`src/rtl/core/nctm_pkg.sv`:
```
// Shared types and codes for the nearest color table match block.
package nctm_pkg;

   localparam logic [1:0] OP_APPEND  = 2'd0;
   localparam logic [1:0] OP_NEAREST = 2'd1;
   localparam logic [1:0] OP_LOOKUP  = 2'd2;

   localparam logic [1:0] ST_OK        = 2'd0;
   localparam logic [1:0] ST_NOT_FOUND = 2'd1;
   localparam logic [1:0] ST_EMPTY     = 2'd2;
   localparam logic [1:0] ST_FULL      = 2'd3;

   localparam int SQ_W   = 24;
   localparam int DIST_W = 26;

   typedef struct packed {
      logic [1:0]         op;
      logic [7:0]         label_code;
      logic signed [11:0] lab_l;
      logic signed [11:0] lab_a;
      logic signed [11:0] lab_b;
   } req_type;

   typedef struct packed {
      logic [1:0]         status;
      logic [7:0]         match_label;
      logic signed [11:0] match_l;
      logic signed [11:0] match_a;
      logic signed [11:0] match_b;
   } rsp_type;

   typedef struct packed {
      logic [7:0]         label;
      logic signed [11:0] l;
      logic signed [11:0] a;
      logic signed [11:0] b;
   } entry_type;

   typedef struct packed {
      logic capture;
      logic append;
      logic scan_step;
      logic emit;
   } cmd_type;

   typedef struct packed {
      logic [1:0] op;
      logic       empty;
      logic       scan_last;
      logic       pipe_busy;
   } sts_type;

endpackage

```
`src/rtl/core/nctm_ctrl.sv`:
```
// Sequencing state machine for the nearest color table match block.
module nctm_ctrl (
   input  logic             clock,
   input  logic             reset,
   input  logic             start,
   output logic             busy,
   input  nctm_pkg::sts_type sts,
   output nctm_pkg::cmd_type cmd
);
   import nctm_pkg::*;

   localparam logic [1:0] S_IDLE   = 2'd0;
   localparam logic [1:0] S_DECODE = 2'd1;
   localparam logic [1:0] S_SCAN   = 2'd2;
   localparam logic [1:0] S_DRAIN  = 2'd3;

   logic [1:0] state_ff;
   logic [1:0] state_in;

   always_ff @(posedge clock) begin
      if (reset) begin
         state_ff <= S_IDLE;
      end else begin
         state_ff <= state_in;
      end
   end

   assign busy = (state_ff != S_IDLE);

   always_comb begin
      state_in = state_ff;
      cmd      = '0;
      case (state_ff)
         S_IDLE: begin
            if (start) begin
               cmd.capture = 1'b1;
               state_in    = S_DECODE;
            end
         end
         S_DECODE: begin
            case (sts.op)
               OP_APPEND: begin
                  cmd.append = 1'b1;
                  cmd.emit   = 1'b1;
                  state_in   = S_IDLE;
               end
               OP_NEAREST, OP_LOOKUP: begin
                  if (sts.empty) begin
                     cmd.emit = 1'b1;
                     state_in = S_IDLE;
                  end else begin
                     state_in = S_SCAN;
                  end
               end
               default: begin
                  state_in = S_IDLE;
               end
            endcase
         end
         S_SCAN: begin
            cmd.scan_step = 1'b1;
            if (sts.scan_last) begin
               state_in = S_DRAIN;
            end
         end
         S_DRAIN: begin
            if (!sts.pipe_busy) begin
               cmd.emit = 1'b1;
               state_in = S_IDLE;
            end
         end
         default: begin
            state_in = S_IDLE;
         end
      endcase
   end

endmodule

```
`src/rtl/core/nctm_dpath.sv`:
```
// Table memory, distance pipeline and result register of the color match block.
module nctm_dpath #(
   parameter int TABLE_DEPTH = 32
) (
   input  logic              clock,
   input  logic              reset,
   input  nctm_pkg::req_type req_payload,
   input  nctm_pkg::cmd_type cmd,
   output nctm_pkg::sts_type sts,
   output logic              rsp_strobe,
   output nctm_pkg::rsp_type rsp_payload
);
   import nctm_pkg::*;

   localparam int IDX_W = (TABLE_DEPTH > 1) ? $clog2(TABLE_DEPTH) : 1;
   localparam int CNT_W = $clog2(TABLE_DEPTH + 1);

   entry_type             mem [TABLE_DEPTH];

   req_type               req_ff;
   logic [CNT_W-1:0]      count_ff;
   logic [IDX_W-1:0]      addr_ff;
   entry_type             rd_data_ff;
   logic                  p1_vld_ff;
   logic                  p1_first_ff;
   entry_type             p2_entry_ff;
   logic                  p2_vld_ff;
   logic                  p2_first_ff;
   logic                  p2_hit_ff;
   logic [SQ_W-1:0]       sq_l_ff;
   logic [SQ_W-1:0]       sq_a_ff;
   logic [SQ_W-1:0]       sq_b_ff;
   entry_type             best_ff;
   entry_type             zero_ff;
   logic [DIST_W-1:0]     best_d_ff;
   logic                  found_ff;
   rsp_type               rsp_ff;
   logic                  strobe_ff;

   logic                  full;
   logic                  empty;
   logic                  write_en;
   entry_type             new_entry;
   logic signed [12:0]    diff_l;
   logic signed [12:0]    diff_a;
   logic signed [12:0]    diff_b;
   logic signed [25:0]    prod_l;
   logic signed [25:0]    prod_a;
   logic signed [25:0]    prod_b;
   logic [DIST_W-1:0]     cand_dist;
   rsp_type               rsp_in;

   assign full      = (count_ff == CNT_W'(TABLE_DEPTH));
   assign empty     = (count_ff == '0);
   assign write_en  = cmd.append && !full;

   assign new_entry.label = req_ff.label_code;
   assign new_entry.l     = req_ff.lab_l;
   assign new_entry.a     = req_ff.lab_a;
   assign new_entry.b     = req_ff.lab_b;

   assign sts.op        = req_ff.op;
   assign sts.empty     = empty;
   assign sts.scan_last = ((CNT_W'(addr_ff) + CNT_W'(1)) == count_ff);
   assign sts.pipe_busy = p1_vld_ff || p2_vld_ff;

   always_ff @(posedge clock) begin
      if (cmd.capture) begin
         req_ff <= req_payload;
      end
   end

   always_ff @(posedge clock) begin
      if (write_en) begin
         mem[count_ff[IDX_W-1:0]] <= new_entry;
      end
   end

   always_ff @(posedge clock) begin
      rd_data_ff <= mem[addr_ff];
   end

   always_ff @(posedge clock) begin
      if (reset) begin
         count_ff  <= '0;
         addr_ff   <= '0;
         p1_vld_ff <= 1'b0;
         p2_vld_ff <= 1'b0;
         found_ff  <= 1'b0;
         strobe_ff <= 1'b0;
      end else begin
         if (write_en) begin
            count_ff <= count_ff + CNT_W'(1);
         end
         if (cmd.capture) begin
            addr_ff <= '0;
         end else if (cmd.scan_step) begin
            addr_ff <= addr_ff + IDX_W'(1);
         end
         p1_vld_ff <= cmd.scan_step;
         p2_vld_ff <= p1_vld_ff;
         if (cmd.capture) begin
            found_ff <= 1'b0;
         end else if (p2_vld_ff && (req_ff.op == OP_LOOKUP) && p2_hit_ff) begin
            found_ff <= 1'b1;
         end
         strobe_ff <= cmd.emit;
      end
   end

   // Squared differences of the query against the entry just read.
   assign diff_l = $signed({req_ff.lab_l[11], req_ff.lab_l}) -
                   $signed({rd_data_ff.l[11], rd_data_ff.l});
   assign diff_a = $signed({req_ff.lab_a[11], req_ff.lab_a}) -
                   $signed({rd_data_ff.a[11], rd_data_ff.a});
   assign diff_b = $signed({req_ff.lab_b[11], req_ff.lab_b}) -
                   $signed({rd_data_ff.b[11], rd_data_ff.b});
   assign prod_l = diff_l * diff_l;
   assign prod_a = diff_a * diff_a;
   assign prod_b = diff_b * diff_b;

   always_ff @(posedge clock) begin
      p1_first_ff <= (addr_ff == '0);
      p2_first_ff <= p1_first_ff;
      p2_entry_ff <= rd_data_ff;
      p2_hit_ff   <= (rd_data_ff.label == req_ff.label_code);
      sq_l_ff     <= prod_l[SQ_W-1:0];
      sq_a_ff     <= prod_a[SQ_W-1:0];
      sq_b_ff     <= prod_b[SQ_W-1:0];
   end

   assign cand_dist = {2'b00, sq_l_ff} + {2'b00, sq_a_ff} + {2'b00, sq_b_ff};

   // For nearest the first entry becomes the candidate; later ones replace it only
   // when strictly closer (ties keep the lowest index); lookup keeps the first hit.
   always_ff @(posedge clock) begin
      if (p2_vld_ff) begin
         if (p2_first_ff) begin
            zero_ff <= p2_entry_ff;
         end
         if (req_ff.op == OP_NEAREST) begin
            if (p2_first_ff || (cand_dist < best_d_ff)) begin
               best_ff   <= p2_entry_ff;
               best_d_ff <= cand_dist;
            end
         end else if (!found_ff && p2_hit_ff) begin
            best_ff <= p2_entry_ff;
         end
      end
   end

   always_comb begin
      rsp_in = '0;
      case (req_ff.op)
         OP_APPEND: begin
            if (full) begin
               rsp_in.status = ST_FULL;
            end else begin
               rsp_in.status      = ST_OK;
               rsp_in.match_label = new_entry.label;
               rsp_in.match_l     = new_entry.l;
               rsp_in.match_a     = new_entry.a;
               rsp_in.match_b     = new_entry.b;
            end
         end
         OP_NEAREST, OP_LOOKUP: begin
            if (empty) begin
               rsp_in.status = ST_EMPTY;
            end else if ((req_ff.op == OP_LOOKUP) && !found_ff) begin
               rsp_in.status      = ST_NOT_FOUND;
               rsp_in.match_label = zero_ff.label;
               rsp_in.match_l     = zero_ff.l;
               rsp_in.match_a     = zero_ff.a;
               rsp_in.match_b     = zero_ff.b;
            end else begin
               rsp_in.status      = ST_OK;
               rsp_in.match_label = best_ff.label;
               rsp_in.match_l     = best_ff.l;
               rsp_in.match_a     = best_ff.a;
               rsp_in.match_b     = best_ff.b;
            end
         end
         default: begin
            rsp_in = '0;
         end
      endcase
   end

   always_ff @(posedge clock) begin
      if (cmd.emit) begin
         rsp_ff <= rsp_in;
      end
   end

   assign rsp_strobe  = strobe_ff;
   assign rsp_payload = rsp_ff;

endmodule

```
`src/rtl/core/nearest_color_table_match.sv`:
```
// Top level of the nearest color table match block.
//
//   Channel    Handshake                 Payload
//   request    start, busy               req_payload (op, label, Lab coordinates)
//   result     rsp_strobe                rsp_payload (status, label, Lab coordinates)
//
// A request is taken when start is high and busy is low; its result appears on
// rsp_strobe for one cycle. Append goes from acceptance via the decode state to
// the result register, and a query on an empty table the same. Nearest and lookup
// add a walk of the table memory at one entry per cycle over the N stored entries,
// followed by the read and distance stages. An unused op code gives no result and
// holds busy for one cycle. Reset is synchronous and empties the table at once.
module nearest_color_table_match #(
   parameter int TABLE_DEPTH = 32
) (
   input  logic              clock,
   input  logic              reset,
   input  logic              start,
   output logic              busy,
   input  nctm_pkg::req_type req_payload,
   output logic              rsp_strobe,
   output nctm_pkg::rsp_type rsp_payload
);
   import nctm_pkg::*;

   cmd_type cmd;
   sts_type sts;

   nctm_ctrl u_ctrl (
      .clock (clock),
      .reset (reset),
      .start (start),
      .busy  (busy),
      .sts   (sts),
      .cmd   (cmd)
   );

   nctm_dpath #(
      .TABLE_DEPTH (TABLE_DEPTH)
   ) u_dpath (
      .clock       (clock),
      .reset       (reset),
      .req_payload (req_payload),
      .cmd         (cmd),
      .sts         (sts),
      .rsp_strobe  (rsp_strobe),
      .rsp_payload (rsp_payload)
   );

`ifndef SYNTHESIS
   assert property (@(posedge clock) disable iff (reset)
      (start && !busy) |=> busy)
      else $error("Accepted request did not make the block busy.");

   assert property (@(posedge clock) disable iff (reset)
      rsp_strobe |-> $past(busy))
      else $error("Result strobe without a request in progress.");

   assert property (@(posedge clock) disable iff (reset)
      rsp_strobe |=> !rsp_strobe)
      else $error("Two results in consecutive cycles.");

   assert property (@(posedge clock) disable iff (reset)
      (cmd.scan_step || sts.pipe_busy) |-> busy)
      else $error("Table walk active while the block is idle.");
`endif

endmodule
```
`config.mk`:
```
export PLATFORM = sky130hd
export DESIGN_NAME = nearest_color_table_match
export DESIGN_NICKNAME = d
export VERILOG_FILES = /design/src/rtl/core/nctm_pkg.sv /design/src/rtl/core/nctm_ctrl.sv /design/src/rtl/core/nctm_dpath.sv /design/src/rtl/core/nearest_color_table_match.sv
export SDC_FILE = /design/constraint.sdc
export NUM_CORES = 2
export LEC_CHECK = 0
export ABC_AREA = 0
export ABC_CLOCK_PERIOD_IN_PS = 18000
export BUFFER_PORTS_ARGS = -buffer_cell sky130_fd_sc_hd__buf_2
export CAP_MARGIN = 20
export CORE_UTILIZATION = 40
export CTS_BUF_LIST = sky130_fd_sc_hd__clkbuf_16
export DETAILED_ROUTE_END_ITERATION = 6
export GPL_TIMING_DRIVEN = 0
export MAX_ROUTING_LAYER = met4
export SLEW_MARGIN = 5
export SYNTH_ARGS = -nofsm -noshare
export SYNTH_HDL_FRONTEND = slang
export SYNTH_SLANG_ARGS = --single-unit
```
`constraint.sdc`:
```
create_clock -name clock -period 18 [get_ports clock]
set_input_delay 3.6 -clock clock [delete_from_list [all_inputs] [get_ports clock]]
set_output_delay 3.6 -clock clock [all_outputs]
set_load 0.1 [all_outputs]
```
# Yosys cells after proc, flatten, opt, wreduce, memory -nomap -nowiden
# Memories as Yosys holds them, arrays and structs flattened. A register that Yosys moved wholly into a read port is not among the register bits.
# Index checks and enable logic that the tools add are counted.
# totals
elab_cells	108
output_inout_bits	48
ramBits	1408
memories	1
regBits	342
# op_classes
n_lt_le_gt_ge	1
n_mux	26
addsub	8
n_mul	3
n_eq_ne	12
reduce_logical	21
# memory_table
name	words	width	read_ports	rd_clocked_by_memory_dff	wr	line	source
u_dpath.mem	32	44	1	1	1	nctm_dpath.sv:18	entry_type mem [TABLE_DEPTH];
# ops
cell	count
$mux 44	5
$pmux 46 s2	1
$mul 13x13->24	3
$mux 45	1
$sub 12x12->13	3
$add 26x24->26	1
$lt 26x26->1	1
$add 24x24->25	1
$mux 2	7
$mux 1	9
$reduce_and 3->1	3
$eq 8x8->1	1
$pmux 2 s4	1
$add 5x1->6 const B	1
$add 6x1->6 const B	1
$eq 2x2->1 const B	3
$eq 6x6->1	1
$eq 6x6->1 const B	1
$logic_not 6->1	1
$ne 2x2->1 const B	3
$add 5x1->5 const B	1
$logic_and 1x1->1	5
$logic_not 5->1	1
$eq 2x1->1 const B	2
8 further kinds	14

# Logic depth before layout (Yosys ltp)
# depth
word_depth	6
depth_mapped	34
depth_no_buf	34

# Hierarchy
# From an unflattened synthesis, not the netlist that was laid out.
# hier_totals
hier_cells	4987
hier_area_um2	84379.7
# modules_own_cells
module	area_per_inst_um2	seq_area_each_um2	instances	cells_per_inst
nctm_dpath	84210.8	51969.8	1	4965
nctm_ctrl	168.9	40.0	1	22

# Least setup slack after synthesis
# Ideal clock, no wire load.
# synth_timing
path_kind	flip-flop to flip-flop
start	reg u_dpath.req_ff (netlist bit u_dpath.new_entry[24])
end	reg u_dpath.sq_l_ff[23]
setup_time_ns	0.124
path_stages_with_launch	31
slack_ns	10.009
synth_period_minus_slack_ns	7.991
arrival_ns	7.867
required_time_ns	17.876
cell_sequence	edfxtp_1 -> inv_1 -> ha_1 -> fa_1 -> nor2b_1 -> o21ai_1 -> a21boi_0 -> o21a_1 -> or2_1 -> a311oi_1 -> a311oi_2 -> clkbuf_1 -> nor2_1 -> ha_1 -> xor2_1 -> fa_1 -> inv_1 -> fa_1 -> fa_1 -> fa_1 -> inv_1 -> fa_1 -> inv_1 -> ha_1 -> o41ai_1 -> nor2_1 -> a211oi_1 -> a211oi_1 -> a211oi_1 -> a21oi_1 -> xor2_1
# synth_between
elab_chain_cells	2
# synth_rtl
element	line	source
from (decl)	nctm_dpath.sv:20	req_type req_ff;
from (signal assigned)	nctm_dpath.sv:69	req_ff <= req_payload;
$sub 12x12->13	nctm_dpath.sv:112	assign diff_l = $signed({req_ff.lab_l[11], req_ff.lab_l}) -
$mul 13x13->24	nctm_dpath.sv:118	assign prod_l = diff_l * diff_l;
net u_dpath.prod_l[23]	nctm_dpath.sv:47	logic signed [25:0] prod_l;
to (signal assigned)	nctm_dpath.sv:127	sq_l_ff <= prod_l[SQ_W-1:0];
to (decl)	nctm_dpath.sv:30	logic [SQ_W-1:0] sq_l_ff;
# The timed path passes the listed nets, and every way through them passes these cells.
# A chain may end at the register's enable or synchronous reset.

# Final worst setup path
# layout_timing
start	reg u_dpath.req_ff (netlist bit u_dpath.new_entry[26])
end	reg u_dpath.sq_l_ff[23]
# Same word-level chain as after synthesis.

==> run_results.csv <==
group,metric,value,unit
clock_network,cts_root_buffer,"clkbuf_16",
sta,finClkSkew,0.0993,ns
logic_synthesis,ys_types,78,
logic_synthesis,synth_edf_count,1614,
sta,period_share,56.1,%
clock_network,path_clk_slew,0.06,ns
setup_path,cp.arrival,10.76,ns
setup_path,max_stage_delay,1.06,ns
routing,dr.pass1.iters,7,
placement,place.gp.congestion,0.826,
logic_synthesis,ys_seq_area_share,61.4,%
logic_synthesis,syn-num-nets,5850,
setup_path,rr_worst_depth,28,
cells_and_area,nNetsFinal,6282,
routing,via_per_inst,5.30,
hold_path,worst_hold_path.num_cells,0,
logic_synthesis,synthCells,5088,
clock_network,cts.path.max_buffers,3,
floorplan,die_y,462,um
setup_path,start_kind,"flop",
run_status,status,"finished clean",
setup_path,cp-startpoint,"u_dpath.new_entry[26]",
grt,grt_pass1_vias,46300,
setup_path,reg2reg_from,"u_dpath.new_entry[26]",
logic_synthesis,netlist_area,84700,sq um
cells_and_area,final_layout_size_suffix_gt1_share,18.9,%
clock_network,ctsHoldBuffers,0,
grt,grt_pass1_wl,307,mm
sta,hold_viol_final,0,
placement,portBuffers,96,
logic_synthesis,synth_most_common_cell,"edfxtp_1",
routing,wl,210,mm
setup_path,setup.worst_path.class,"reg2reg",
hold_path,worstHoldStart,"u_dpath.p1_first_ff",
routing,route.detailed.drc,0,
logic_synthesis,syn_avg_cell_area,16.6,sq um
routing,ant_nets,0,
logic_synthesis,synth.ff_latch_count,1791,
floorplan,die_x,462,um
sta,worst_slew_margin_rel,21.3,%
logic_synthesis,ys.flop_type,"edfxtp_1",
grt,grt_use_total,20.5,%
sta,tightest_slew,1.18,ns
floorplan,ios,97,
routing,vias,45000,
setup_path,critPathCaptureType,"flop",
floorplan,die_area,213000,sq um
routing,drtIter0Drc,4248,
sta,slew_violations,0,
hold_path,min_delay_worst_endpoint,"u_dpath.p2_first_ff",
flow_run,drv_cap,0,
clock_network,cts_setup_buffers,0,
setup_path,r2r_end,"u_dpath.sq_l_ff[23]",
grt,grt_antenna_before_repair,8,
logic_synthesis,yosysTopAreaCell,"edfxtp_1",
clock_network,htreeDepth,4,
clock_network,cts_resized,0,
hold_path,hp-class,"reg2reg",
setup_path,slowest_stage,"edfxtp_1",
floorplan,num_rows,168,
clock_network,clock_sinks,1791,
sta,fmax,99.0,MHz
cells_and_area,area_growth,15.3,%
sta,fin_crit,10.10,ns
setup_path,cp_common_cell,"fa_1",
sta,rsz0062_at_grt,"false",
clock_network,clk_latency,0.87,ns
logic_synthesis,async_flop_share,0,%
routing,wl_per_cell,24.7,um
sta,finalSetupTns,0,ns
placement,dp_hpwl,152,mm
logic_synthesis,synthTopCellsByArea,"edfxtp_1 57%, mux4_2 12%, fa_1 9.4%, ha_1 4.7%, dfxtp_1 4.2%",
floorplan,start_util,40.3,%
grt,grt_max_degree,36,
cells_and_area,n_fill_cell,17900,
logic_synthesis,synthTopCellsByCount,"1614 x edfxtp_1, 573 x inv_1, 440 x mux4_2",
sta,setup_viol,0,
setup_path,crit_path_max_fanout,34,
clock_network,cts_tree,"yes",
setup_path,reg2reg_slack,7.90,ns
setup_path,worstPathRequired,18.66,ns
logic_synthesis,yosysTopAreaCellShare,57.3,%
floorplan,core-area,210000,sq um
grt,grt_overflow_total,0,
logic_synthesis,yosysWarnings,0,
clock_network,cts_inserted_buffers,181,
-- metal layers --
layer  wire length [um]  vias up  global-route usage (%)
met5                  0        -                       -
met4               4560        0                    4.87
met3              14000      278                    3.19
met2             103000     1433                    33.0
met1              88500    23700                    27.4
li1                   -    19600                       -
-- critical path: cells and delay by family (launching register included) --
kind	cells	cell delay [ns]
buffers and inverters	4	0.72
AOI/OAI and AO/OA	10	3.49
and+or+nand+nor	4	0.72
DFF	1	1.06
xor gates and xnor gates	2	0.36
adders and majority gates	8	3.52
-- sequential cells by signal (all words and copies together), names as in the netlist, 2 cells and up --
name / cells
u_dpath.mem: 1408
u_dpath.rsp_payload: 46
u_dpath.best_ff: 44
u_dpath.new_entry: 44
u_dpath.p2_entry_ff: 44
u_dpath.rd_data_ff: 44
u_dpath.zero_ff: 44
u_dpath.best_d_ff: 26
u_dpath.sq_a_ff: 23
u_dpath.sq_b_ff: 23
u_dpath.sq_l_ff: 23
u_dpath.count_ff: 6
u_dpath.addr_ff: 5
u_ctrl.state_ff: 2
u_dpath.sts: 2
-- stage by stage --
stage	hold WS [ns]	instance area [sq um]	setup WS, ns	std cells	utilization (%)
final	0.330	97600	7.90	8480	46.5
after global routing	0.331	97600	7.37	8480	46.5
after CTS	0.330	96700	7.78	8435	46.1
after detailed placement	0.315	90900	7.88	8098	43.3
after global placement	0.312	88600	6.16	7989	42.2
after floorplan	0.310	84700	10.01	5088	-
-- cells by family after synthesis --
kind of cell             Yosys count  share of synthesized area (%)
AO/OA/AOI/OAI                    358                           2.74
XOR/XNOR                         192                           2.03
adder cells (fa/ha/maj)          713                           14.0
buffers and inverters            745                           3.32
flip-flops                      1791                           61.4
multiplexers                     493                           12.4
other                              1                        0.00443
AND/OR/NAND/NOR                  795                           4.03
-- final cells by class --
| cell class | instances | area (sq um) | area share, % |
|---|---|---|---|
| Antenna cell | 1 | 2.50 | 0.00256 |
| Clock buffer | 182 | 4550 | 4.66 |
| Multi-Input combinational cell | 2552 | 30200 | 30.9 |
| Inverter | 585 | 2200 | 2.25 |
| Buffer | 160 | 619 | 0.634 |
| Clock inverter | 155 | 1270 | 1.31 |
| Timing Repair Buffer | 249 | 3320 | 3.40 |
| Sequential cell | 1791 | 52000 | 53.3 |
| Tap cell | 2805 | 3510 | 3.59 |
-- worst max path at each step --
stage                               end  cells past startpoint
finish              u_dpath.sq_l_ff[23]                     28
global route        u_dpath.sq_l_ff[23]                     29
CTS                 u_dpath.sq_l_ff[23]                     30
detailed placement  u_dpath.sq_l_ff[23]                     30
global placement    u_dpath.best_ff[24]                     28
floorplan           u_dpath.sq_l_ff[23]                     30
-- placed cells by master, fill, tap and decap left out, types with 9 or more instances in the layout --
cell       netlist  layout
a21o_1          37      37
a21oi_1        159     159
a31oi_1         11      11
and2_1           9       9
and3_1           9       9
buf_1           36      34
buf_12           0      64
buf_16           0      30
buf_2            3     101
buf_4            1      13
buf_6            0      17
buf_8            0      29
bufinv_16        0       9
clkbuf_1       120     113
clkbuf_16        0     182
clkinv_1         6      44
clkinv_16        0      14
clkinv_2         0      30
dfxtp_1        177     177
edfxtp_1      1614    1614
fa_1           396     396
ha_1           317     317
inv_1          573     628
mux2_2          44      44
mux2i_1          9       9
mux4_2         440     440
nand2_1        296     296
nand2b_1        23      23
nand3_1         26      26
nand4_1          9       9
nor2_1         311     278
nor2_4           0      33
nor2b_1         27      27
nor3_1          44      42
o21a_1          17      16
o21ai_0         39      38
o21bai_1        12      12
or2_2           10      10
xnor2_1        138     135
xor2_1          51      50
Power is left out: the tool's default activity adds up to more than one toggle a clock period on the data nets, which glitch-free logic cannot reach.
